$ cat src/hw/rtl/bnf_pkg.sv
// ----------------------------------------------------------------------------
// bnf_pkg
// Shared types, constants and the delay-line saturation helper for the
// biquad notch filter.
// ----------------------------------------------------------------------------
`default_nettype none

package bnf_pkg;

    localparam int DELAY_BITS    = 40;
    localparam int GAIN_BITS     = 16;
    localparam int GAIN_FRAC     = 14;
    localparam int ACC_SPLIT     = 20;   // acc is multiplied by gain in two halves
    localparam int GACC_BITS     = DELAY_BITS + GAIN_BITS + 2;
    localparam int CFG_ADDR_BITS = 3;

    localparam logic signed [63:0] DELAY_MAX = (64'sd1 <<< (DELAY_BITS - 1)) - 64'sd1;
    localparam logic signed [63:0] DELAY_MIN = -DELAY_MAX - 64'sd1;

    typedef logic signed [DELAY_BITS-1:0] delay_t;

    typedef enum logic [CFG_ADDR_BITS-1:0] {
        REG_B0   = 3'd0,
        REG_B1   = 3'd1,
        REG_B2   = 3'd2,
        REG_A1   = 3'd3,
        REG_A2   = 3'd4,
        REG_GAIN = 3'd5
    } cfg_reg_t;

    typedef enum logic [2:0] {
        ST_IDLE,
        ST_ACC,
        ST_Y,
        ST_A1,
        ST_T1A,
        ST_T2A,
        ST_T1D,
        ST_OUT
    } state_t;

    typedef enum logic [2:0] {
        MUL_B0X,
        MUL_B1X,
        MUL_B2X,
        MUL_A1Y,
        MUL_A2Y,
        MUL_GLO,
        MUL_GHI
    } mul_op_t;

    typedef enum logic [2:0] {
        ADD_NONE,
        ADD_ACC,
        ADD_YRND,
        ADD_T1A,
        ADD_T2A,
        ADD_T1D
    } add_op_t;

    typedef struct packed {
        logic    mul_en;
        mul_op_t mul_op;
        add_op_t add_op;
        logic    ld_t1_prod;
        logic    ld_t2_prod;
        logic    ld_gacc;
        logic    commit;
    } ctrl_t;

    // clamp a sign-extended value into the 40-bit delay range
    function automatic delay_t sat_delay(input logic signed [63:0] v);
        delay_t r;
        if (v > DELAY_MAX) begin
            r = DELAY_BITS'(DELAY_MAX);
        end else if (v < DELAY_MIN) begin
            r = DELAY_BITS'(DELAY_MIN);
        end else begin
            r = DELAY_BITS'(v);
        end
        return r;
    endfunction

endpackage

`default_nettype wire

$ cat src/hw/rtl/bnf_mul.sv
// ----------------------------------------------------------------------------
// bnf_mul
// Shared signed multiplier with registered product.
// ----------------------------------------------------------------------------
`default_nettype none

module bnf_mul #(
    parameter int A_BITS = 21,
    parameter int B_BITS = 17
) (
    input  logic                             aclk,
    input  logic                             en,
    input  logic signed [A_BITS-1:0]         op_a,
    input  logic signed [B_BITS-1:0]         op_b,
    output logic signed [A_BITS+B_BITS-1:0]  prod
);

    logic signed [A_BITS+B_BITS-1:0] prod_reg;

    always_ff @(posedge aclk) begin
        if (en) begin
            prod_reg <= op_a * op_b;
        end
    end

    assign prod = prod_reg;

endmodule

`default_nettype wire

$ cat src/hw/rtl/bnf_add.sv
// ----------------------------------------------------------------------------
// bnf_add
// Shared 41-bit add/subtract with a raw and a delay-saturated result.
// ----------------------------------------------------------------------------
`default_nettype none

module bnf_add (
    input  logic                                op_sub,
    input  bnf_pkg::delay_t                     op_a,
    input  bnf_pkg::delay_t                     op_b,
    output logic signed [bnf_pkg::DELAY_BITS:0] sum_raw,
    output bnf_pkg::delay_t                     sum_sat
);

    import bnf_pkg::*;

    logic signed [DELAY_BITS:0] a_ext;
    logic signed [DELAY_BITS:0] b_ext;

    assign a_ext   = (DELAY_BITS + 1)'(op_a);
    assign b_ext   = (DELAY_BITS + 1)'(op_b);
    assign sum_raw = op_sub ? (a_ext - b_ext) : (a_ext + b_ext);
    assign sum_sat = sat_delay(64'(sum_raw));

endmodule

`default_nettype wire

$ cat src/hw/rtl/bnf_seq.sv
// ----------------------------------------------------------------------------
// bnf_seq
// Sequencer: walks one sample through the shared multiplier and adder.
// ----------------------------------------------------------------------------
`default_nettype none

module bnf_seq (
    input  logic            aclk,
    input  logic            aresetn,
    input  logic            s_valid,
    input  logic            out_busy,
    output logic            s_ready,
    output bnf_pkg::ctrl_t  ctrl
);

    import bnf_pkg::*;

    state_t state_reg;
    state_t state_next;

    always_ff @(posedge aclk) begin
        if (!aresetn) begin
            state_reg <= ST_IDLE;
        end else begin
            state_reg <= state_next;
        end
    end

    always_comb begin
        state_next  = state_reg;
        s_ready     = 1'b0;
        ctrl        = '0;
        ctrl.mul_op = MUL_B0X;
        ctrl.add_op = ADD_NONE;
        case (state_reg)
            ST_IDLE: begin
                s_ready = 1'b1;
                if (s_valid) begin
                    ctrl.mul_en = 1'b1;
                    ctrl.mul_op = MUL_B0X;
                    state_next  = ST_ACC;
                end
            end
            ST_ACC: begin
                ctrl.add_op = ADD_ACC;
                ctrl.mul_en = 1'b1;
                ctrl.mul_op = MUL_B1X;
                state_next  = ST_Y;
            end
            ST_Y: begin
                ctrl.add_op     = ADD_YRND;
                ctrl.ld_t1_prod = 1'b1;
                ctrl.mul_en     = 1'b1;
                ctrl.mul_op     = MUL_B2X;
                state_next      = ST_A1;
            end
            ST_A1: begin
                ctrl.ld_t2_prod = 1'b1;
                ctrl.mul_en     = 1'b1;
                ctrl.mul_op     = MUL_A1Y;
                state_next      = ST_T1A;
            end
            ST_T1A: begin
                ctrl.add_op = ADD_T1A;
                ctrl.mul_en = 1'b1;
                ctrl.mul_op = MUL_A2Y;
                state_next  = ST_T2A;
            end
            ST_T2A: begin
                ctrl.add_op = ADD_T2A;
                ctrl.mul_en = 1'b1;
                ctrl.mul_op = MUL_GLO;
                state_next  = ST_T1D;
            end
            ST_T1D: begin
                ctrl.add_op  = ADD_T1D;
                ctrl.ld_gacc = 1'b1;
                ctrl.mul_en  = 1'b1;
                ctrl.mul_op  = MUL_GHI;
                state_next   = ST_OUT;
            end
            ST_OUT: begin
                if (!out_busy) begin
                    ctrl.commit = 1'b1;
                    state_next  = ST_IDLE;
                end
            end
            default: begin
                state_next = ST_IDLE;
            end
        endcase
    end

endmodule

`default_nettype wire

$ cat src/hw/rtl/biquad_notch_filter.sv
// ----------------------------------------------------------------------------
// biquad_notch_filter
// One-channel second-order IIR section (transposed direct form II) with
// output gain, built around one shared multiplier and one shared adder.
// ----------------------------------------------------------------------------
// A sample beat passes the sequencer states ACC, Y, A1, T1A, T2A, T1D and
// OUT before its result beat; the block takes the next sample only once it
// is back in idle, so a new sample waits until the last one is through.
// The pace is set by the shared multiplier: seven products per sample
// (b0*x, b1*x, b2*x, a1*y, a2*y and acc*gain in two halves), one per cycle,
// plus a final step that sums and saturates the output. A result waiting
// in the output register does not block the next sample; only when the
// next result is ready while the previous one is still untaken does the
// sequencer hold in its last step. Coefficients are signed Q3.14 (for the
// default COEF_BITS), gain is unsigned Q2.14, samples are signed Q1.15.
// Write registers only while the block is idle. Register indexes:
// 0 b0, 1 b1, 2 b2, 3 a1, 4 a2, 5 gain; other indexes are ignored.
// ----------------------------------------------------------------------------
`default_nettype none

module biquad_notch_filter #(
    parameter int SAMPLE_BITS = 16,
    parameter int COEF_BITS   = 18
) (
    input  logic                                     aclk,
    input  logic                                     aresetn,
    // configuration write port
    input  logic                                     cfg_we,
    input  logic [bnf_pkg::CFG_ADDR_BITS-1:0]        cfg_addr,
    input  logic [((COEF_BITS > bnf_pkg::GAIN_BITS) ?
                   COEF_BITS : bnf_pkg::GAIN_BITS)-1:0] cfg_wdata,
    // sample input
    input  logic                                     s_valid,
    output logic                                     s_ready,
    input  logic signed [SAMPLE_BITS-1:0]            s_sample_in,
    // filtered output
    output logic                                     m_valid,
    input  logic                                     m_ready,
    output logic signed [SAMPLE_BITS-1:0]            m_sample_out
);

    import bnf_pkg::*;

    localparam int COEF_FRAC  = COEF_BITS - 4;
    localparam int OUT_SHIFT  = COEF_FRAC + GAIN_FRAC;
    localparam int MUL_A_BITS = (COEF_BITS > ACC_SPLIT + 1) ? COEF_BITS : ACC_SPLIT + 1;
    localparam int MUL_B_BITS = (SAMPLE_BITS > GAIN_BITS) ? SAMPLE_BITS : GAIN_BITS + 1;
    localparam int PROD_BITS  = MUL_A_BITS + MUL_B_BITS;

    // rounding halves and saturation limits
    localparam delay_t Y_HALF = DELAY_BITS'(64'sd1 <<< (COEF_FRAC - 1));
    localparam logic signed [DELAY_BITS:0] Y_MAX =
        (DELAY_BITS + 1)'((64'sd1 <<< (SAMPLE_BITS - 1)) - 64'sd1);
    localparam logic signed [DELAY_BITS:0] Y_MIN =
        (DELAY_BITS + 1)'(-(64'sd1 <<< (SAMPLE_BITS - 1)));
    localparam logic signed [GACC_BITS-1:0] G_HALF =
        GACC_BITS'(64'sd1 <<< (OUT_SHIFT - 1));
    localparam logic signed [GACC_BITS-1:0] O_MAX =
        GACC_BITS'((64'sd1 <<< (SAMPLE_BITS - 1)) - 64'sd1);
    localparam logic signed [GACC_BITS-1:0] O_MIN =
        GACC_BITS'(-(64'sd1 <<< (SAMPLE_BITS - 1)));
    localparam logic signed [COEF_BITS-1:0] COEF_ONE = COEF_BITS'(64'sd1 <<< COEF_FRAC);
    localparam logic [GAIN_BITS-1:0] GAIN_ONE = GAIN_BITS'(64'd1 << GAIN_FRAC);

    // configuration
    logic signed [COEF_BITS-1:0] coef_b0_reg;
    logic signed [COEF_BITS-1:0] coef_b1_reg;
    logic signed [COEF_BITS-1:0] coef_b2_reg;
    logic signed [COEF_BITS-1:0] coef_a1_reg;
    logic signed [COEF_BITS-1:0] coef_a2_reg;
    logic [GAIN_BITS-1:0]        gain_reg;

    // filter state and working registers
    delay_t                         d1_reg;
    delay_t                         d2_reg;
    delay_t                         acc_reg;
    delay_t                         t1_reg;
    delay_t                         t2_reg;
    logic signed [SAMPLE_BITS-1:0]  x_reg;
    logic signed [SAMPLE_BITS-1:0]  y_reg;
    logic signed [GACC_BITS-1:0]    gacc_reg;
    logic                           m_valid_reg;
    logic signed [SAMPLE_BITS-1:0]  m_data_reg;

    // datapath nets
    ctrl_t                          ctrl;
    logic                           out_busy;
    logic                           s_fire;
    logic signed [MUL_A_BITS-1:0]   mul_a;
    logic signed [MUL_B_BITS-1:0]   mul_b;
    logic signed [PROD_BITS-1:0]    prod;
    delay_t                         prod_sat;
    logic                           add_sub;
    delay_t                         add_a;
    delay_t                         add_b;
    logic signed [DELAY_BITS:0]     add_raw;
    delay_t                         add_sat;
    logic signed [DELAY_BITS:0]     y_shift;
    logic signed [SAMPLE_BITS-1:0]  y_sat;
    logic signed [GACC_BITS-1:0]    gacc_next;
    logic signed [GACC_BITS-1:0]    gsum;
    logic signed [GACC_BITS-1:0]    o_shift;
    logic signed [SAMPLE_BITS-1:0]  o_sat;

    assign out_busy = m_valid_reg && !m_ready;
    assign s_fire   = s_valid && s_ready;

    bnf_seq u_seq (
        .aclk     (aclk),
        .aresetn  (aresetn),
        .s_valid  (s_valid),
        .out_busy (out_busy),
        .s_ready  (s_ready),
        .ctrl     (ctrl)
    );

    // Multiplier operand select. b0*x is started in the accept cycle, straight
    // from the input port. acc*gain is split: low half zero-extended, high
    // half signed, so the multiplier never exceeds 32x32.
    always_comb begin
        case (ctrl.mul_op)
            MUL_B0X: begin
                mul_a = MUL_A_BITS'(coef_b0_reg);
                mul_b = MUL_B_BITS'(s_sample_in);
            end
            MUL_B1X: begin
                mul_a = MUL_A_BITS'(coef_b1_reg);
                mul_b = MUL_B_BITS'(x_reg);
            end
            MUL_B2X: begin
                mul_a = MUL_A_BITS'(coef_b2_reg);
                mul_b = MUL_B_BITS'(x_reg);
            end
            MUL_A1Y: begin
                mul_a = MUL_A_BITS'(coef_a1_reg);
                mul_b = MUL_B_BITS'(y_reg);
            end
            MUL_A2Y: begin
                mul_a = MUL_A_BITS'(coef_a2_reg);
                mul_b = MUL_B_BITS'(y_reg);
            end
            MUL_GLO: begin
                mul_a = $signed(MUL_A_BITS'({1'b0, acc_reg[ACC_SPLIT-1:0]}));
                mul_b = $signed(MUL_B_BITS'({1'b0, gain_reg}));
            end
            MUL_GHI: begin
                mul_a = MUL_A_BITS'($signed(acc_reg[DELAY_BITS-1:ACC_SPLIT]));
                mul_b = $signed(MUL_B_BITS'({1'b0, gain_reg}));
            end
            default: begin
                mul_a = '0;
                mul_b = '0;
            end
        endcase
    end

    bnf_mul #(
        .A_BITS (MUL_A_BITS),
        .B_BITS (MUL_B_BITS)
    ) u_mul (
        .aclk (aclk),
        .en   (ctrl.mul_en),
        .op_a (mul_a),
        .op_b (mul_b),
        .prod (prod)
    );

    // every coefficient product is clipped to the delay range before use
    assign prod_sat = sat_delay(64'(prod));

    // Adder operand select
    always_comb begin
        add_sub = 1'b0;
        case (ctrl.add_op)
            ADD_ACC: begin
                add_a = d1_reg;
                add_b = prod_sat;
            end
            ADD_YRND: begin
                add_a = acc_reg;
                add_b = Y_HALF;
            end
            ADD_T1A: begin
                add_a   = t1_reg;
                add_b   = prod_sat;
                add_sub = 1'b1;
            end
            ADD_T2A: begin
                add_a   = t2_reg;
                add_b   = prod_sat;
                add_sub = 1'b1;
            end
            ADD_T1D: begin
                add_a = t1_reg;
                add_b = d2_reg;
            end
            default: begin
                add_a = '0;
                add_b = '0;
            end
        endcase
    end

    bnf_add u_add (
        .op_sub  (add_sub),
        .op_a    (add_a),
        .op_b    (add_b),
        .sum_raw (add_raw),
        .sum_sat (add_sat)
    );

    // feedback sample y: rounded acc, clamped to the sample range
    assign y_shift = add_raw >>> COEF_FRAC;
    always_comb begin
        if (y_shift > Y_MAX) begin
            y_sat = SAMPLE_BITS'(Y_MAX);
        end else if (y_shift < Y_MIN) begin
            y_sat = SAMPLE_BITS'(Y_MIN);
        end else begin
            y_sat = SAMPLE_BITS'(y_shift);
        end
    end

    // output: acc*gain = (hi*gain << split) + lo*gain, rounding half folded
    // into the low partial product
    assign gacc_next = GACC_BITS'(prod) + G_HALF;
    assign gsum      = (GACC_BITS'(prod) <<< ACC_SPLIT) + gacc_reg;
    assign o_shift   = gsum >>> OUT_SHIFT;
    always_comb begin
        if (o_shift > O_MAX) begin
            o_sat = SAMPLE_BITS'(O_MAX);
        end else if (o_shift < O_MIN) begin
            o_sat = SAMPLE_BITS'(O_MIN);
        end else begin
            o_sat = SAMPLE_BITS'(o_shift);
        end
    end

    // working registers (no reset needed)
    always_ff @(posedge aclk) begin
        if (s_fire) begin
            x_reg <= s_sample_in;
        end
        case (ctrl.add_op)
            ADD_ACC:  acc_reg <= add_sat;
            ADD_YRND: y_reg   <= y_sat;
            ADD_T1A:  t1_reg  <= add_sat;
            ADD_T2A:  t2_reg  <= add_sat;
            ADD_T1D:  t1_reg  <= add_sat;
            default:  ;
        endcase
        if (ctrl.ld_t1_prod) begin
            t1_reg <= prod_sat;
        end
        if (ctrl.ld_t2_prod) begin
            t2_reg <= prod_sat;
        end
        if (ctrl.ld_gacc) begin
            gacc_reg <= gacc_next;
        end
        if (ctrl.commit) begin
            m_data_reg <= o_sat;
        end
    end

    // configuration, delay state and output valid
    always_ff @(posedge aclk) begin
        if (!aresetn) begin
            coef_b0_reg <= COEF_ONE;
            coef_b1_reg <= '0;
            coef_b2_reg <= '0;
            coef_a1_reg <= '0;
            coef_a2_reg <= '0;
            gain_reg    <= GAIN_ONE;
            d1_reg      <= '0;
            d2_reg      <= '0;
            m_valid_reg <= 1'b0;
        end else begin
            if (cfg_we) begin
                case (cfg_addr)
                    REG_B0:   coef_b0_reg <= cfg_wdata[COEF_BITS-1:0];
                    REG_B1:   coef_b1_reg <= cfg_wdata[COEF_BITS-1:0];
                    REG_B2:   coef_b2_reg <= cfg_wdata[COEF_BITS-1:0];
                    REG_A1:   coef_a1_reg <= cfg_wdata[COEF_BITS-1:0];
                    REG_A2:   coef_a2_reg <= cfg_wdata[COEF_BITS-1:0];
                    REG_GAIN: gain_reg    <= cfg_wdata[GAIN_BITS-1:0];
                    default:  ;
                endcase
            end
            // delays advance together with the result beat
            if (ctrl.commit) begin
                d1_reg      <= t1_reg;
                d2_reg      <= t2_reg;
                m_valid_reg <= 1'b1;
            end else if (m_ready) begin
                m_valid_reg <= 1'b0;
            end
        end
    end

    assign m_valid      = m_valid_reg;
    assign m_sample_out = m_data_reg;

endmodule

`default_nettype wire

$ cat config.mk
export PLATFORM = sky130hd
export DESIGN_NAME = biquad_notch_filter
export DESIGN_NICKNAME = d
export VERILOG_FILES = /design/src/hw/rtl/bnf_pkg.sv /design/src/hw/rtl/bnf_mul.sv /design/src/hw/rtl/bnf_add.sv /design/src/hw/rtl/bnf_seq.sv /design/src/hw/rtl/biquad_notch_filter.sv
export SDC_FILE = /design/constraint.sdc
export NUM_CORES = 2
export LEC_CHECK = 0
export ABC_AREA = 1
export BUFFER_PORTS_ARGS = -buffer_cell sky130_fd_sc_hd__buf_2
export CELL_PAD_IN_SITES_DETAIL_PLACEMENT = 0
export CELL_PAD_IN_SITES_GLOBAL_PLACEMENT = 1
export CORE_UTILIZATION = 44
export CTS_CLUSTER_DIAMETER = 40
export DETAILED_ROUTE_END_ITERATION = 16
export GPL_TIMING_DRIVEN = 0
export PLACE_DENSITY_LB_ADDON = 0.05
export SYNTH_ARGS = -nofsm -noshare
export SYNTH_HDL_FRONTEND = slang
export SYNTH_SLANG_ARGS = --single-unit
$ cat constraint.sdc
create_clock -name aclk -period 8.4 [get_ports aclk]
set_clock_uncertainty 0.2 [all_clocks]
set_input_delay 0.42 -clock aclk [delete_from_list [all_inputs] [get_ports aclk]]
set_output_delay 0.42 -clock aclk [all_outputs]
set_load 0.1 [all_outputs]
* Yosys cells after proc, flatten, opt, wreduce, memory -nomap -nowiden
Cells that the tools add are included.
Word-level totals: logic and storage cells 108, output and inout port bits 18, bits in registers 454
Cells by class: $add $sub $neg 4, muxes and demuxes 30, equality and inequality tests 25, reductions and logical operators 22, $lt $le $gt $ge 8, $mul 1
Operators by type and width (number):
- 40-bit 2-to-1 mux | 8
- 40-bit one-hot mux with 4 select lines | 1
- 21-bit one-hot mux with 7 select lines | 1
- 40-bit one-hot mux with 3 select lines | 1
- 17-bit one-hot mux with 4 select lines | 1
- 58-bit adder | 1
- 40-bit by 40-bit adder with 41-bit output | 1
- 41-bit by 40-bit greater-than comparator with 1-bit output, second input constant | 1
- 41-bit by 40-bit less-than comparator with 1-bit output, second input constant | 1
- 41-bit 2-to-1 mux | 1
- 40-bit by 40-bit subtractor with 41-bit output | 1
- 38-bit by 40-bit greater-than comparator with 1-bit output, second input constant | 1
- 38-bit by 40-bit less-than comparator with 1-bit output, second input constant | 1
- 38-bit by 29-bit adder with 39-bit output, second input constant | 1
- 21-bit by 17-bit multiplier with 38-bit output | 1
- 3-bit equality test, second input constant | 11
- 16-bit 2-to-1 mux | 2
- 30-bit by 16-bit greater-than comparator with 1-bit output, second input constant | 1
- 30-bit by 16-bit less-than comparator with 1-bit output, second input constant | 1
- 4-bit one-hot mux with 7 select lines | 1
- 27-bit by 16-bit greater-than comparator with 1-bit output, second input constant | 1
- 27-bit by 16-bit less-than comparator with 1-bit output, second input constant | 1
- 3-bit by 2-bit equality test with 1-bit output, second input constant | 8
- 3-bit one-hot mux with 8 select lines | 1
- 13 further kinds | 41

* Logic depth before layout (Yosys ltp)
word-level depth 12, gate-level depth with buffers 46

* Hierarchy
Synthesis repeated with hierarchy kept, for this count alone.
Unflattened totals: cells, all modules 5363, area total of the unflattened synthesis 39003.7 sq um
Modules (own cells, without submodules):
- biquad_notch_filter | instances 1, cells an instance 2478, seq. area each 9359.0 sq um, area each 18950.7 sq um
- bnf_mul | instances 1, cells an instance 1928, seq. area each 1141.1 sq um, area each 15267.1 sq um
- bnf_add | instances 1, cells an instance 917, seq. area each 0.0 sq um, area each 4534.3 sq um
- bnf_seq | instances 1, cells an instance 40, seq. area each 60.1 sq um, area each 251.5 sq um

* Worst setup path before layout
No wires, ideal clock.
path type reg2reg, start reg u_seq.state_reg[1], end reg u_mul.prod_reg[37], in the netlist u_mul.prod[37], data pin, period minus slack after synthesis 8.063 ns, setup slack 0.337 ns, arrival time 7.598 ns, cell stages (with the launch flop) 38, setup time 0.265 ns, data required time 7.935 ns, cell sequence dfxtp_1 > inv_1 > ha_1 > nand2_1 > nand2_1 > nor2_1 > inv_1 > nand2_1 > inv_1 > nor2_1 > clkinv_1 > nand2_1 > nand4_1 > clkinv_1 > clkbuf_1 > nor2_1 > fa_1 > fa_1 > (+2 left out) > fa_1 > inv_1 > fa_1 > inv_1 > fa_1 > inv_1 > ha_1 > nand2_1 > a21oi_1 > a211oi_1 > o21ai_0 > nand2_1 > o211ai_1 > nand3_1 > nand2_1 > a31oi_1 > o21ai_0 > xor2_1
Between the ends: cells in the longest elaborated chain, start to end 6
RTL lines:
- start: declaration | line bnf_seq.sv:18 | state_t state_reg;
- start signal: assignment | line bnf_seq.sv:25 | state_reg <= state_next;
- 3-bit equality test (tied with other cells) | line bnf_seq.sv:35 | case (state_reg)
- 4-bit one-hot mux with 7 select lines * | line bnf_seq.sv:35
- 3-bit equality test (tied with other cells) | line biquad_notch_filter.sv:121 | case (ctrl.mul_op)
- 2-bit OR reduction (no source line)
- 17-bit one-hot mux with 4 select lines | line biquad_notch_filter.sv:121
- 21-bit by 17-bit multiplier with 38-bit output * | line bnf_mul.sv:22 | prod_reg <= op_a * op_b;
- end signal: assignment | line bnf_mul.sv:22
- end: declaration | line bnf_mul.sv:18 | logic signed [A_BITS+B_BITS-1:0] prod_reg;
Mark *: on every way between the ends. The rest lies on a longest branch, timed or not. A chain may end at the register's enable or synchronous reset.

* Worst setup path in the final report
start reg u_seq.state_reg[0], end reg u_mul.prod_reg[34], in the netlist u_mul.prod[34], data pin
The elaborated chain is that of the path after synthesis.

==> impl_results.md <==
- Final Instance Area: 43,900 um2
- Ys Warns: 0
- Clock tree sinks: about 420
- Worst Tran Pin Value: 1272 ps
- Worst Path Required: about 8600 ps
- Hold WC Path Type: in2reg
- # DRC: 4
- Die H: between 200 and 300 um
- Worst-case reg-to-reg path depth: 32
- Number of synthesized flops with an enable pin: 225
- RSZ-0062 raised after global routing: true
- Routed Wire Length: about 150,000 um
- Detail Route met3 WL: roughly 11,000 um
- Initial antenna violation count: 2
- Worst skew pair latency: 630 ps
- Total I/O pin count: 60
- Gr usage total: 33.91%
- Die Area: around 87,000 um2
- Vias in the first global route: between 30,000 and 40,000
- Most common flop cell mapped by yosys: edfxtp_1
- Top sig layer: met5
- DR vias/cell: roughly 5.3
- IO buf count: between 50 and 60
- Antenna Violating Nets Remaining: 0
- Wire length of the first global-routing pass: between 200,000 and 250,000 um
- Crit path largest cell delay: 580 ps
- Vias: approximately 35,000
- Dpl ws: -2352 ps
- Slowest cell on crit path: fa_1
- CTS max path bufs: 3
- Cell count after synthesis: approximately 5,100
- # Max-Cap Violations: 0
- Worst relative slew slack: 14.53%
- R2R Path Start: u_seq.state_reg[0]
- Row cnt: about 110
- Sequential-to-total area share from yosys stat: 27.93%
- Synth-to-layout area growth: 16.11%
- Met2 WL post-DR: roughly 69,000 um
- Core Area: ~85,000 um2
- Pins over their slew limit: 0
- Most frequent cells in the layout: 1,482 x nand2_1, 770 x inv_1, 755 x nor2_1, 352 x fa_1, 257 x o21ai_0
- Final worst slack: a little over 300 ps
- Htree depth: 3
- Hold path endpoint: u_seq.state_reg[2]
- Die width: roughly 300 um
- Hold Path Depth: 5
- Root buffer cell: clkbuf_16
- Top area cells in the synthesized netlist: fa_1 19%, edfxtp_1 18%, nand2_1 15%
- Critical Path Fanout Max: 10
- Nets: approximately 5,900
- Syn Nets: around 5,700
- DRT Pass-1 Iters: 11
- Critical path capture point type: flip-flop
- Detailed Route Iter0 Violations: slightly above 3,000
- FFs w/ async S/R, synth: 0%
- Critical path class: reg2reg
- Worst EP arrival: just over 8000 ps
- Setup crit start kind: flip-flop
- CTS clk-pin slew, worst paths: approximately 50 ps
- Final HPWL DP: roughly 120,000 um
- Minimum clock period: 8089 ps
- Avg Inst Size Synth: roughly 7.4 um2
- Final Hold Viols: 0
- FILL cells: 8,715
- GPL Wtd Cong: between 0.9 and 1
- Synth area leader: fa_1
- Largest net degree at the start of global routing: 50
- Starting Density: about 44%
- Cell family with most CP delay: adder cells
- Crit path depth: 32
- Cell variety after synth: slightly above 50
- Worst R2R End: u_mul.prod[34]
- M1 WL: roughly 62,000 um
- Worst R2R Setup Slack: ~310 ps
- Grt total ovfl: 0
- TritonCTS clock tree: built
- Number of CTS-inserted buffers: 76
- Placement Cell Area: 39,800 um2
- Yosys top cell area share: around a fifth
- Min-delay src: s_valid
- CP bufs+invs: 8
- CP dominant cell by count: fa_1
- Most common cell after layout, fill and taps aside: nand2_1
- Status: complete, but fails checks
- Failing checks: design-rule violations
- Share of cells above drive strength 1: under 10%
- Wire length per cell: 22.52 um
- Final period util: about 96%
- Peak Freq: 0.1236 GHz
- Register bit count reported by yosys: a little over 400
- Synthesized cell area: 37,810 um2
- Final setup vio count: 0
[cell usage after synthesis, types with 6 or more instances]
master     count
inv_1        787
nand2_4       10
nand4_1       66
xor2_1        81
nor2_1       772
a22o_1         8
ha_1         176
o21bai_1      13
o21ai_0      264
dfxtp_1      190
clkinv_1      17
a21oi_1      145
nand2_2        6
o211ai_1       7
buf_1          9
buf_2         17
o2111ai_1      8
nand2_1     1493
edfxtp_1     225
nor3_1        26
a21o_1         7
fa_1         357
xnor2_1       44
nor4_1        13
inv_2          7
nand3_1      111
a221oi_1       6
a22oi_1       39
clkbuf_1     123
nand3b_1       8
nor4_2         9
a31oi_1       14
[timing repair]
item	in CTS	in global routing
resized for setup	142	81
pin swaps	18	18
endpoints found under the hold margin	90	0
setup endpoints to repair	30	28
buffers inserted	45	18
hold buffers	35	0
[cell families (layout without fill, tap and decap cells)]
logic type	Yosys count	after routing	share of synthesized area (%)
AOI/OAI and AO/OA	534	534	7.929
xor gates and xnor gates	125	125	2.896
adders and majority gates	533	533	24.73
buffers and inverters	968	1277	9.806
DFF	415	415	27.93
other	0	3	0
and+or+nand+nor	2527	2527	26.71
[stage by stage]
stage | TNS [ps] | hold slack [ps] | cells | util [%]
after detailed placement | -45780 | 243.3 | 6317 | 46.75
after global routing | -111.4 | 101.5 | 6555 | 51.55
final | 0 | 70.13 | 6558 | 51.56
after CTS | 0 | 60.99 | 6536 | 51.12
after global placement | -59370 | 235.9 | 6304 | 46.42
after floorplan | 0 | 223.5 | 5102 | -
[worst max-delay path by stage]
stage	endpoint	startpoint	slack, ps
after global placement	u_mul.prod[34]	u_seq.state_reg[1]	-3020
final	u_mul.prod[34]	u_seq.state_reg[0]	310
after detailed placement	u_mul.prod[37]	u_seq.state_reg[1]	-2350
after CTS	u_mul.prod[37]	u_seq.state_reg[0]	8
after global routing	u_mul.prod[36]	u_seq.state_reg[0]	-40
after floorplan	u_mul.prod[37]	u_seq.state_reg[1]	340
[metal layers]
| layer | track usage, % | up-vias |
|---|---|---|
| met1 | 45.16 | 16960 |
| li1 | - | 16380 |
| met2 | 55.14 | 1225 |
| met3 | 5.135 | 266 |
| met5 | 0 | - |
| met4 | 13.91 | 4 |
[worst register-to-register path: cells and delay by family (launching register included)]
kind	cells	cell delay, ps
buffers and inverters	8	1240
xor gates and xnor gates	1	150
and+or+nand+nor	12	1620
AOI/OAI and AO/OA	3	600
adders and majority gates	8	3670
DFF	1	390
[cell type report]
class	count	area [um2]	share of cell area [%]
multi-input combinational	3719	24040	54.76
sequential	415	10570	24.07
inverter	811	3115	7.097
clock buffer	91	2062	4.697
tap	1144	1431	3.261
timing repair buffer	170	1320	3.007
buffer	155	802.0	1.827
clock inverter	50	556.8	1.268
antenna	3	7.507	0.01710
Power is not shown: default switching activity piles up to over one toggle a cycle in this logic, so the estimate is an artifact.
